`config.mk`:
```
export PLATFORM = sky130hd
export DESIGN_NAME = soc_delay
export DESIGN_NICKNAME = d
export VERILOG_FILES = /design/src/rtl/soc_pkg.sv /design/src/rtl/soc_delay.sv
export SDC_FILE = /design/constraint.sdc
export NUM_CORES = 1
export LEC_CHECK = 0
export ABC_AREA = 1
export ABC_CLOCK_PERIOD_IN_PS = 800
export BUFFER_PORTS_ARGS = -buffer_cell sky130_fd_sc_hd__buf_2
export CAP_MARGIN = 10
export CELL_PAD_IN_SITES_DETAIL_PLACEMENT = 1
export CELL_PAD_IN_SITES_GLOBAL_PLACEMENT = 2
export CORE_ASPECT_RATIO = 1.2
export CORE_MARGIN = 1.5
export CORE_UTILIZATION = 42
export DETAILED_ROUTE_END_ITERATION = 12
export GPL_TIMING_DRIVEN = 0
export PLACE_DENSITY_LB_ADDON = 0.1
export REMOVE_ABC_BUFFERS = 1
export SYNTH_ARGS = -nofsm -noshare
export SYNTH_HDL_FRONTEND = slang
export SYNTH_SLANG_ARGS = --single-unit
```
`constraint.sdc`:
```
create_clock -name i_clk -period 0.8 [get_ports i_clk]
set_input_delay 0.12 -clock i_clk [delete_from_list [all_inputs] [get_ports i_clk]]
set_output_delay 0.12 -clock i_clk [all_outputs]
set_load 0.05 [all_outputs]
```
`src/rtl/soc_pkg.sv`:
```
// soc_pkg: shared types, constants and arithmetic helpers of the spherical orbit camera
// no dependencies; used by every module under rtl

package soc_pkg;

    localparam int RADIUS_W = 23;
    localparam int ANGLE_W  = 16;
    localparam int COORD_W  = 24;
    localparam int TDATA_IN_W  = 128;
    localparam int TDATA_OUT_W = 144;

    localparam int SINCOS_STAGES = 9;
    localparam int SCALE_STAGES  = 4;
    localparam int PIPE_STAGES   = SINCOS_STAGES + SCALE_STAGES;
    localparam int TARGET_DEPTH  = PIPE_STAGES - 1;

    localparam int TURN_UNITS       = 23040;
    localparam int TWO_TURNS        = 2 * TURN_UNITS;
    localparam int QUARTER_UNITS    = 5760;
    localparam int EIGHTH_UNITS     = 2880;
    localparam int RAD_PER_UNIT_Q30 = 292818;

    localparam logic [30:0] Q30_ONE  = 31'h4000_0000;
    localparam logic [61:0] Q30_HALF = 62'h0000_0000_2000_0000;

    // floor(x / k) = (x * RECIP) >> SHIFT, exact for x below 2^30
    localparam logic [30:0] RECIP_42 = 31'd1636178018;
    localparam int          SHIFT_42 = 36;
    localparam logic [30:0] RECIP_20 = 31'd1717986919;
    localparam int          SHIFT_20 = 35;
    localparam logic [30:0] RECIP_6  = 31'd1431655766;
    localparam int          SHIFT_6  = 33;
    localparam logic [30:0] RECIP_56 = 31'd1227133514;
    localparam int          SHIFT_56 = 36;
    localparam logic [30:0] RECIP_30 = 31'd1145324613;
    localparam int          SHIFT_30 = 35;
    localparam logic [30:0] RECIP_12 = 31'd1431655766;
    localparam int          SHIFT_12 = 34;

    localparam logic signed [24:0] COORD_MAX = 25'sd8388607;
    localparam logic signed [24:0] COORD_MIN = -25'sd8388608;

    typedef logic [30:0] t_q30;
    typedef logic [RADIUS_W-1:0] t_mag;
    typedef logic signed [COORD_W-1:0] t_coord;

    typedef struct packed {
        t_q30 sin_mag;
        logic sin_neg;
        t_q30 cos_mag;
        logic cos_neg;
    } t_trig;

    typedef struct packed {
        logic neg;
        t_mag mag;
    } t_smag;

    typedef struct packed {
        t_coord z;
        t_coord y;
        t_coord x;
    } t_point;

    typedef struct packed {
        t_point up;
        t_point eye;
    } t_result;

    typedef struct packed {
        logic                       pad;
        t_coord                     target_z;
        t_coord                     target_y;
        t_coord                     target_x;
        logic signed [ANGLE_W-1:0]  azimuth_angle;
        logic signed [ANGLE_W-1:0]  elevation_angle;
        logic [RADIUS_W-1:0]        radius;
    } t_in;

    // q30 product rounded half up
    function automatic t_q30 q30_mul(t_q30 a, t_q30 b);
        logic [61:0] p;
        p = 62'(a) * 62'(b) + Q30_HALF;
        return p[60:30];
    endfunction

    function automatic t_q30 div_const(t_q30 x, t_q30 recip, int unsigned sh);
        logic [61:0] p;
        p = 62'(x) * 62'(recip);
        return t_q30'(p >> sh);
    endfunction

    function automatic t_coord to_coord(t_smag v);
        t_coord m;
        m = t_coord'({1'b0, v.mag});
        return v.neg ? -m : m;
    endfunction

    function automatic t_coord sat_coord(logic signed [24:0] v);
        t_coord r;
        if (v > COORD_MAX) begin
            r = t_coord'(COORD_MAX);
        end else if (v < COORD_MIN) begin
            r = t_coord'(COORD_MIN);
        end else begin
            r = v[23:0];
        end
        return r;
    endfunction

endpackage

```
`src/rtl/soc_delay.sv`:
```
// soc_delay: enabled shift line that keeps side data in step with the pipeline
// one register per stage, loaded with that stage's enable; depends on soc_pkg

module soc_delay #(
    parameter int WIDTH = soc_pkg::RADIUS_W,
    parameter int DEPTH = soc_pkg::SINCOS_STAGES
) (
    input  logic             i_clk,
    input  logic [DEPTH-1:0] i_en,
    input  logic [WIDTH-1:0] i_data,
    output logic [WIDTH-1:0] o_data
);

    logic [WIDTH-1:0] r_line [DEPTH];

    always_ff @(posedge i_clk) begin
        if (i_en[0]) begin
            r_line[0] <= i_data;
        end
        for (int k = 1; k < DEPTH; k++) begin
            if (i_en[k]) begin
                r_line[k] <= r_line[k-1];
            end
        end
    end

    assign o_data = r_line[DEPTH-1];

endmodule

```
==> flow_metrics.py <==
metrics = {
    "run_status": {
        "status": "complete, but fails checks",
        "violations": "negative setup slack",
    },
    "setup_path": {
        "r2r_start": "r_line[0][69]",
        "reg2reg_depth": 0,
        "crit_arrival_ns": 1.04,
        "regToRegSetupSlack_ns": 0.15,
        "crit_start": "r_line[0][187]",
        "start_kind": "flip-flop",
        "worst-path-max-fanout": 1,
        "cp_cell_sequence": "buf_6",
        "worstSetupPathType": "reg -> out",
        "critPathSlowestCell": "edfxtp_1",
        "crit_family": "flip-flops",
        "path_buf_inv": 1,
        "critPathCaptureType": "output port",
        "crit_required_ns": 0.68,
        "r2r-end": "r_line[0][92]",
        "critical-path-max-stage-delay_ns": 0.39,
    },
    "synthesis": {
        "synth_cells": 230,
        "muxShareOfSynthArea_pct": 0,
        "ys_seq_area_share_pct": 97.3,
        "synthDistinctLibCells": 2,
        "synth-seq-cells": 207,
        "synth-xor-area-share_pct": 0,
        "synth-adder-area-share_pct": 0,
        "synthSimpleGateAreaFrac_pct": 0,
        "synthesis.area_um2": 6390,
        "syn_area_per_cell_um2": 27.8,
        "ys_warn_count": 0,
        "synth_top_family_by_area": "buffers and inverters",
        "synth-compound-area-share_pct": 0,
    },
    "global_route": {
        "grt_max_degree": 24,
        "gr-total-overflow": 0,
        "grtUsageTotal_pct": 7.68,
        "grt_pass1_wl_um": 9610,
        "grt_antenna_before_repair": 0,
        "grt_pass1_vias": 2184,
    },
    "route": {
        "routed.top_layer": "met4",
        "met2WireLength_um": 3230,
        "wl_per_cell_um": 11.4,
        "viasPerCell": 4.12,
        "wl_met3_um": 462,
        "drt_iter0_drc": 61,
        "via_count": 2136,
        "drt.antenna.violating_nets": 0,
        "wl_met1_um": 1980,
        "routed_wl_um": 5920,
        "drc_errors": 0,
        "drt_pass1_iterations": 3,
    },
    "clocking": {
        "path_clk_slew_ns": 0.06,
        "root_buffer": "clkbuf_16",
        "cts.path.max_buffers": 3,
        "htree_num_levels": 1,
        "cts_buffers": 20,
        "cts_tree": "built",
        "worstSkewPairLatency_ns": 0.48,
        "cts_sinks": 207,
        "postCtsSetupRepairBufs": 0,
    },
    "floorplanning": {
        "core_um2": 15000,
        "die_h_um": 138,
        "dieWidth_um": 116,
        "ios": 56,
        "rows": 49,
        "start_util_pct": 42.7,
        "die_area_um2": 16000,
    },
    "placement": {
        "place_ws_ns": -0.119,
        "portBuffers": 55,
        "gp_congestion": 0.593,
        "place_inst": 466,
    },
    "run": {
        "max-cap-violations": 0,
    },
    "final_layout": {
        "num-fill-cells": 1296,
        "reg.largest.list": "r_line x207",
        "stdcell_count": 519,
        "syn_to_final_growth_pct": 20.3,
        "multi_input_area_um2": 0,
        "diodes": 0,
        "drive_above_1_share_pct": 24.8,
        "multi_input_comb_cells": 0,
        "final_nets": 340,
        "regMostFlops": "r_line",
        "largest_register_ffs": 207,
    },
    "sta": {
        "max_clock_freq_mhz": 861,
        "hold_violations": 0,
        "tightest_slew_ns": 0.480,
        "skew_ns": 0.0120,
        "drv_slew": 0,
        "rsz0062_at_grt": "yes",
        "slew-limit-headroom_pct": 68.0,
        "fin_crit_ns": 1.16,
        "setup_viol": 23,
        "setup_ws_ns": -0.361,
        "final.period_utilization_pct": 145,
    },
    "pwr": {
        "total_power_mw": 21.7,
        "powerDensity_nw_per_um2": 2820,
        "ir_worst_vdd_uv": 1830,
        "p_leak_nw": 2.66,
    },
    "min_path": {
        "whs_path_depth": 1,
        "min_path_type": "in -> reg",
        "hold_path_end": "r_line[0][41]",
        "min_from": "i_en[1]",
    },
}
[per-stage QoR]
| step | hold WS [ns] | setup TNS [ns] | utilization, % | area (µm²) |
|---|---|---|---|---|
| floorplan | 0.219 | 0 | - | 6220 |
| global placement | 0.297 | -15.85 | 45.1 | 6750 |
| detailed placement | 0.299 | -20.67 | 45.1 | 6750 |
| CTS | 0.102 | -8.43 | 51.4 | 7690 |
| global route | 0.130 | -8.74 | 51.4 | 7690 |
| finish | 0.113 | -7.81 | 51.4 | 7690 |
[synthesized netlist by cell type]
master | count | area share (%)
buf_4 | 23 | 2.7
edfxtp_1 | 207 | 97
[how the worst max path moves through the flow]
stage | endpoint | slack (ns) | cells after the start
after global routing | o_data[14] | -0.40 | 1
final | o_data[3] | -0.36 | 1
after CTS | o_data[3] | -0.39 | 1
after floorplan | o_data[0] | 0.08 | 0
after detailed placement | r_line[0][133] | -0.12 | 1
after global placement | r_line[0][44] | -0.08 | 1
[kinds of logic (layout without fill, tap and decap cells)]
family	Yosys count	in the layout
buf+inv	23	108
flops	207	207
[power by group]
part | switching (mW) | internal [mW] | total (mW)
combinational | 0.441 | 0.240 | 0.681
sequential | 0.155 | 12.7 | 12.9
clock | 3.41 | 4.72 | 8.13
[final cells by class]
cell class	instances	area, µm²	area share, %
clock inverters	6	31.3	0.407
repair buffers	78	649	8.45
flip-flops and latches	207	6220	80.8
well taps	204	255	3.32
clock buffers	24	537	6.98
[placed cells by master, fill, tap and decap left out, drive strengths merged]
cell type,Yosys,layout
edfxtp,207,207
clkinv,0,5
clkinvlp,0,1
dlygate4sd3,0,23
clkbuf,0,24
buf,23,55
[timing repair]
item | in CTS | in global routing
hold buffers | 23 | 0
resized for setup | 46 | 0
endpoints found under the setup margin | 23 | 23
hold endpoints to repair | 23 | 0
[per-layer routing]
metal | vias up | track usage, %
met5 | - | 0
met4 | 0 | 5.00
met3 | 19 | 2.59
met2 | 77 | 14.1
met1 | 997 | 6.87
li1 | 1043 | -
Note: power is estimated with default switching activity, not from simulation.
