<file path="src/rtl/soc_pkg.sv">
// soc_pkg: shared types, constants and arithmetic helpers of the spherical orbit camera
// no dependencies; used by every module under rtl

package soc_pkg;

    localparam int RADIUS_W = 23;
    localparam int ANGLE_W  = 16;
    localparam int COORD_W  = 24;
    localparam int TDATA_IN_W  = 128;
    localparam int TDATA_OUT_W = 144;

    localparam int SINCOS_STAGES = 9;
    localparam int SCALE_STAGES  = 4;
    localparam int PIPE_STAGES   = SINCOS_STAGES + SCALE_STAGES;
    localparam int TARGET_DEPTH  = PIPE_STAGES - 1;

    localparam int TURN_UNITS       = 23040;
    localparam int TWO_TURNS        = 2 * TURN_UNITS;
    localparam int QUARTER_UNITS    = 5760;
    localparam int EIGHTH_UNITS     = 2880;
    localparam int RAD_PER_UNIT_Q30 = 292818;

    localparam logic [30:0] Q30_ONE  = 31'h4000_0000;
    localparam logic [61:0] Q30_HALF = 62'h0000_0000_2000_0000;

    // floor(x / k) = (x * RECIP) >> SHIFT, exact for x below 2^30
    localparam logic [30:0] RECIP_42 = 31'd1636178018;
    localparam int          SHIFT_42 = 36;
    localparam logic [30:0] RECIP_20 = 31'd1717986919;
    localparam int          SHIFT_20 = 35;
    localparam logic [30:0] RECIP_6  = 31'd1431655766;
    localparam int          SHIFT_6  = 33;
    localparam logic [30:0] RECIP_56 = 31'd1227133514;
    localparam int          SHIFT_56 = 36;
    localparam logic [30:0] RECIP_30 = 31'd1145324613;
    localparam int          SHIFT_30 = 35;
    localparam logic [30:0] RECIP_12 = 31'd1431655766;
    localparam int          SHIFT_12 = 34;

    localparam logic signed [24:0] COORD_MAX = 25'sd8388607;
    localparam logic signed [24:0] COORD_MIN = -25'sd8388608;

    typedef logic [30:0] t_q30;
    typedef logic [RADIUS_W-1:0] t_mag;
    typedef logic signed [COORD_W-1:0] t_coord;

    typedef struct packed {
        t_q30 sin_mag;
        logic sin_neg;
        t_q30 cos_mag;
        logic cos_neg;
    } t_trig;

    typedef struct packed {
        logic neg;
        t_mag mag;
    } t_smag;

    typedef struct packed {
        t_coord z;
        t_coord y;
        t_coord x;
    } t_point;

    typedef struct packed {
        t_point up;
        t_point eye;
    } t_result;

    typedef struct packed {
        logic                       pad;
        t_coord                     target_z;
        t_coord                     target_y;
        t_coord                     target_x;
        logic signed [ANGLE_W-1:0]  azimuth_angle;
        logic signed [ANGLE_W-1:0]  elevation_angle;
        logic [RADIUS_W-1:0]        radius;
    } t_in;

    // q30 product rounded half up
    function automatic t_q30 q30_mul(t_q30 a, t_q30 b);
        logic [61:0] p;
        p = 62'(a) * 62'(b) + Q30_HALF;
        return p[60:30];
    endfunction

    function automatic t_q30 div_const(t_q30 x, t_q30 recip, int unsigned sh);
        logic [61:0] p;
        p = 62'(x) * 62'(recip);
        return t_q30'(p >> sh);
    endfunction

    function automatic t_coord to_coord(t_smag v);
        t_coord m;
        m = t_coord'({1'b0, v.mag});
        return v.neg ? -m : m;
    endfunction

    function automatic t_coord sat_coord(logic signed [24:0] v);
        t_coord r;
        if (v > COORD_MAX) begin
            r = t_coord'(COORD_MAX);
        end else if (v < COORD_MIN) begin
            r = t_coord'(COORD_MIN);
        end else begin
            r = v[23:0];
        end
        return r;
    endfunction

endpackage

</file>
<file path="src/rtl/soc_pipe_ctrl.sv">
// soc_pipe_ctrl: valid bits and per-stage load enables of the pipeline
// a stage loads when it is empty or the stage after it loads; depends on soc_pkg

module soc_pipe_ctrl #(
    parameter int STAGES = soc_pkg::PIPE_STAGES
) (
    input  logic              i_clk,
    input  logic              i_rst_n,
    input  logic              i_valid,
    output logic              o_ready,
    output logic              o_valid,
    input  logic              i_ready,
    output logic [STAGES-1:0] o_en
);

    logic [STAGES-1:0] r_valid;
    logic [STAGES-1:0] n_valid;
    logic [STAGES-1:0] w_en;

    always_comb begin
        logic [STAGES-1:0] mask;
        for (int k = 0; k < STAGES; k++) begin
            mask    = {STAGES{1'b1}} << k;
            w_en[k] = i_ready || ((r_valid & mask) != mask);
        end
        n_valid[0] = w_en[0] ? i_valid : r_valid[0];
        for (int k = 1; k < STAGES; k++) begin
            n_valid[k] = w_en[k] ? r_valid[k-1] : r_valid[k];
        end
    end

    always_ff @(posedge i_clk) begin
        if (!i_rst_n) begin
            r_valid <= '0;
        end else begin
            r_valid <= n_valid;
        end
    end

    assign o_en    = w_en;
    assign o_ready = w_en[0];
    assign o_valid = r_valid[STAGES-1];

endmodule

</file>
<file path="config.mk">
export PLATFORM = sky130hd
export DESIGN_NAME = soc_pipe_ctrl
export DESIGN_NICKNAME = d
export VERILOG_FILES = /design/src/rtl/soc_pkg.sv /design/src/rtl/soc_pipe_ctrl.sv
export SDC_FILE = /design/constraint.sdc
export NUM_CORES = 1
export LEC_CHECK = 0
export BUFFER_PORTS_ARGS = -buffer_cell sky130_fd_sc_hd__buf_4
export CORE_UTILIZATION = 42
export CTS_CLUSTER_SIZE = 8
export DETAILED_ROUTE_END_ITERATION = 8
export GPL_ROUTABILITY_DRIVEN = 1
export PLACE_DENSITY = 0.65
export SYNTH_ARGS = -nofsm -noshare
export SYNTH_HDL_FRONTEND = slang
export SYNTH_SLANG_ARGS = --single-unit
</file>
<file path="constraint.sdc">
create_clock -name i_clk -period 1.3 [get_ports i_clk]
set_input_delay 0.13 -clock i_clk [delete_from_list [all_inputs] [get_ports i_clk]]
set_output_delay 0.13 -clock i_clk [all_outputs]
set_load 0.02 [all_outputs]
</file>
==> summary.md <==
| Metric | Value |
|---|---|
| Biggest register | `r_valid` |
| Total CTS buffers | `3` |
| R2r worst-path depth | `6` |
| Die W | `39.8 um` |
| Root Buffer Master | `clkbuf_4` |
| Area Overhead vs Synth | `62.0%` |
| Crit path time final | `1490 ps` |
| Hold Slack | `53.0 ps` |
| Routed Antenna Nets | `0` |
| Slew headroom | `82.1%` |
| R2R Setup Slk | `-130 ps` |
| Fin area | `971 um^2` |
| H-tree depth | `1` |
| Share of cells above drive strength 1 | `58.6%` |
| Antenna violations before repair | `0` |
| Ant diodes | `0` |
| Status | `finished with violations` |
| Critical-path top delay cell | `dfxtp_2` |
| GRT Total Usage | `18.9%` |
| Initial Util | `45.5%` |
| Final setup skew | `3.74 ps` |
| Cell Chain, Critical Path | `nand4b_1 > nor2_8 > buf_4 > inv_4 > buf_6` |
| Post-synthesis sequential area ratio | `43.4%` |
| Clk sinks | `13` |
| Cell Area, Synth | `599 um^2` |
| Total leakage power | `0.444 nW` |
| CTS clk-pin slew, worst paths | `80 ps` |
| Die ar. | `1580 um^2` |
| Synth Instances | `67` |
| DR WL/cell | `12.9 um` |
| Die Height | `39.8 um` |
| Vias in the first global route | `463` |
| Largest net degree at the start of global routing | `20` |
| Num rows | `13` |
| CP Capture Type | `output port` |
| Placer Congestion | `0.729` |
| Via count | `572` |
| RR Startpoint | `r_valid[6]` |
| Failing checks | `setup timing` |
| Residual DRC count | `0` |
| Synth warn | `0` |
| Hold Crit Start | `i_valid` |
| Netlist cell types | `24` |
| CP Class | `flip-flop to output port` |
| Crit path DAT | `1360 ps` |
| Worst endpoint required time | `1170 ps` |
| Final period util | `115%` |
| Global-route wire length before repair | `1940 um` |
| Power Dens Cells | `703 nW/um^2` |
| Num ports | `19` |
| Hold buffer count at CTS | `0` |
| CP max stage delay | `330 ps` |
| Worst path bufs/invs | `3` |
| Pre-antenna DRT Iters | `3` |
| CTS tree | `built` |
| Syn_nets | `71` |
| Fin util | `73.7%` |
| Least-Margin Pin Slew | `268 ps` |
| Hold Vio Cnt, Final | `0` |
| Peak Freq | `671 MHz` |
| RSZ-0062 raised after global routing | `yes` |
| Initial drt markers | `7` |
| R2r endpoint | `r_valid[1]` |
| Crit-path max FO | `8` |
| Synthesized area per cell | `8.95 um^2` |
| Max Cap Viol | `0` |
| Nets | `104` |
| Core area | `1320 um^2` |
| CTS max path bufs | `2` |
| Worst hold path depth | `3` |
| VDD IR max | `0.629 mV` |
| DP Area | `761 um^2` |
| Worst Setup Slack, final | `-189 ps` |
| Setup TNS | `-1900 ps` |
| Startpoint Class | `flip-flop` |
| Synth Register Bits | `13` |
| Largest register FFs | `13` |
| CP delay by family, top | `simple AND/OR/NAND/NOR gates` |
| Clock Latency Late Sink | `280 ps` |
| HP Class | `input pin to flip-flop` |
| Via-to-Cell Ratio | `5.02` |
| Hpwl dp | `803 um` |
| Post-Route WL | `1470 um` |
| Biggest regs | `r_valid: 13 flops` |
| Hold Path Sink | `r_valid[0]` |
| Total power | `682 uW` |
| Fin. max-slew vios | `0` |
| # setup viols final | `18` |
| GRT overflow | `0` |
| Port Buffers | `18` |
[logic make-up (layout without fill, tap and decap cells)]
kind of cell    count (synthesis)  after routing  synth area share [%]
compound gates                 13             13                  16.9
buf+inv                         9             41                  7.10
simple gates                   32             32                  32.6
flops                          13             13                  43.4
[how the worst max path moves through the flow]
stage | from | depth (start not counted) | end | slack, ps
6_report | r_valid[6] | 5 | o_en[6] | -190
5_1_grt | r_valid[7] | 4 | o_en[1] | -260
4_1_cts | r_valid[6] | 5 | o_en[6] | -210
3_5_place_dp | r_valid[7] | 4 | o_en[1] | 90
3_3_place_gp | r_valid[10] | 4 | o_en[7] | 110
2_1_floorplan | r_valid[12] | 4 | o_en[0] | 20
[worst reg2reg max path: stages (launching register included)]
cell and delay (ps):
dfxtp_2 330, nand4b_1 220, nor2_8 220, buf_4 160
inv_4 30, buf_4 150, o31ai_4 240
[cell usage in the layout, fill, tap and decap left out]
master,count
buf_4,18
nand4b_1,1
and4bb_2,1
and3_1,2
nand3_4,1
dfxtp_1,6
and2b_1,1
nand2_2,1
a21oi_1,1
o31ai_2,1
nand2_4,2
nor2b_1,1
inv_2,3
buf_6,14
nand4_1,1
o21ai_1,5
clkbuf_4,3
o31ai_4,1
nand4_4,1
nand3_2,1
nor2_8,1
inv_1,1
dfxtp_4,2
o21a_1,4
dfxtp_2,5
nand3_1,5
inv_4,1
a21boi_2,1
clkbuf_1,1
nand2_1,12
and4_4,1
[layer usage]
layer  wire (um)  global-route usage, %
met5           0                      0
met4          21                   10.3
met3          58                   3.41
met2         672                   28.7
met1         718                   24.8
[synthesized netlist by cell type]
cell      instances  area share (%)
nand2_1          15             9.4
dfxtp_1          13              43
nand3_1           7             5.8
o21ai_1           5             4.2
o21a_1            4             5.0
inv_1             3             1.9
and3_1            2             2.1
buf_2             2             1.7
a21boi_0          1             1.3
a21oi_1           1            0.83
and2b_1           1             1.3
and4_1            1             1.5
and4bb_2          1             2.1
buf_4             1             1.3
clkbuf_1          1            0.63
inv_2             1            0.63
inv_4             1             1.0
nand4_1           1             1.0
nand4_4           1             3.5
nand4b_1          1             1.5
nor2_8            1             3.3
nor2b_1           1             1.0
o31ai_2           1             2.1
o31ai_4           1             3.5
[through the flow]
step	worst slack, ps	cells
5_1_grt	-261	114
6_report	-189	114
2_1_floorplan	22.1	67
3_5_place_dp	85.4	99
4_1_cts	-206	110
3_3_place_gp	114	99
[what timing repair did]
| action | in CTS | in global routing |
|---|---|---|
| setup buffers | 7 | 4 |
| resized for setup | 28 | 6 |
| gates cloned | 0 | 0 |
| pin swaps | 9 | 5 |
| setup endpoints to repair | 12 | 20 |
[cell type report]
cell class              instances  area [um^2]
clock buffers                   4         26.3
fillers                        94          347
inverters                       5         21.3
multi-input cells              45          338
flip-flops and latches         13          274
well taps                      15         18.8
repair buffers                 32          293
[where the power goes]
group | switching (mW) | internal [mW]
registers | 0.00414 | 0.398
clock network | 0.134 | 0.119
logic | 0.0138 | 0.0127
Power figures use the tool's default switching activity.
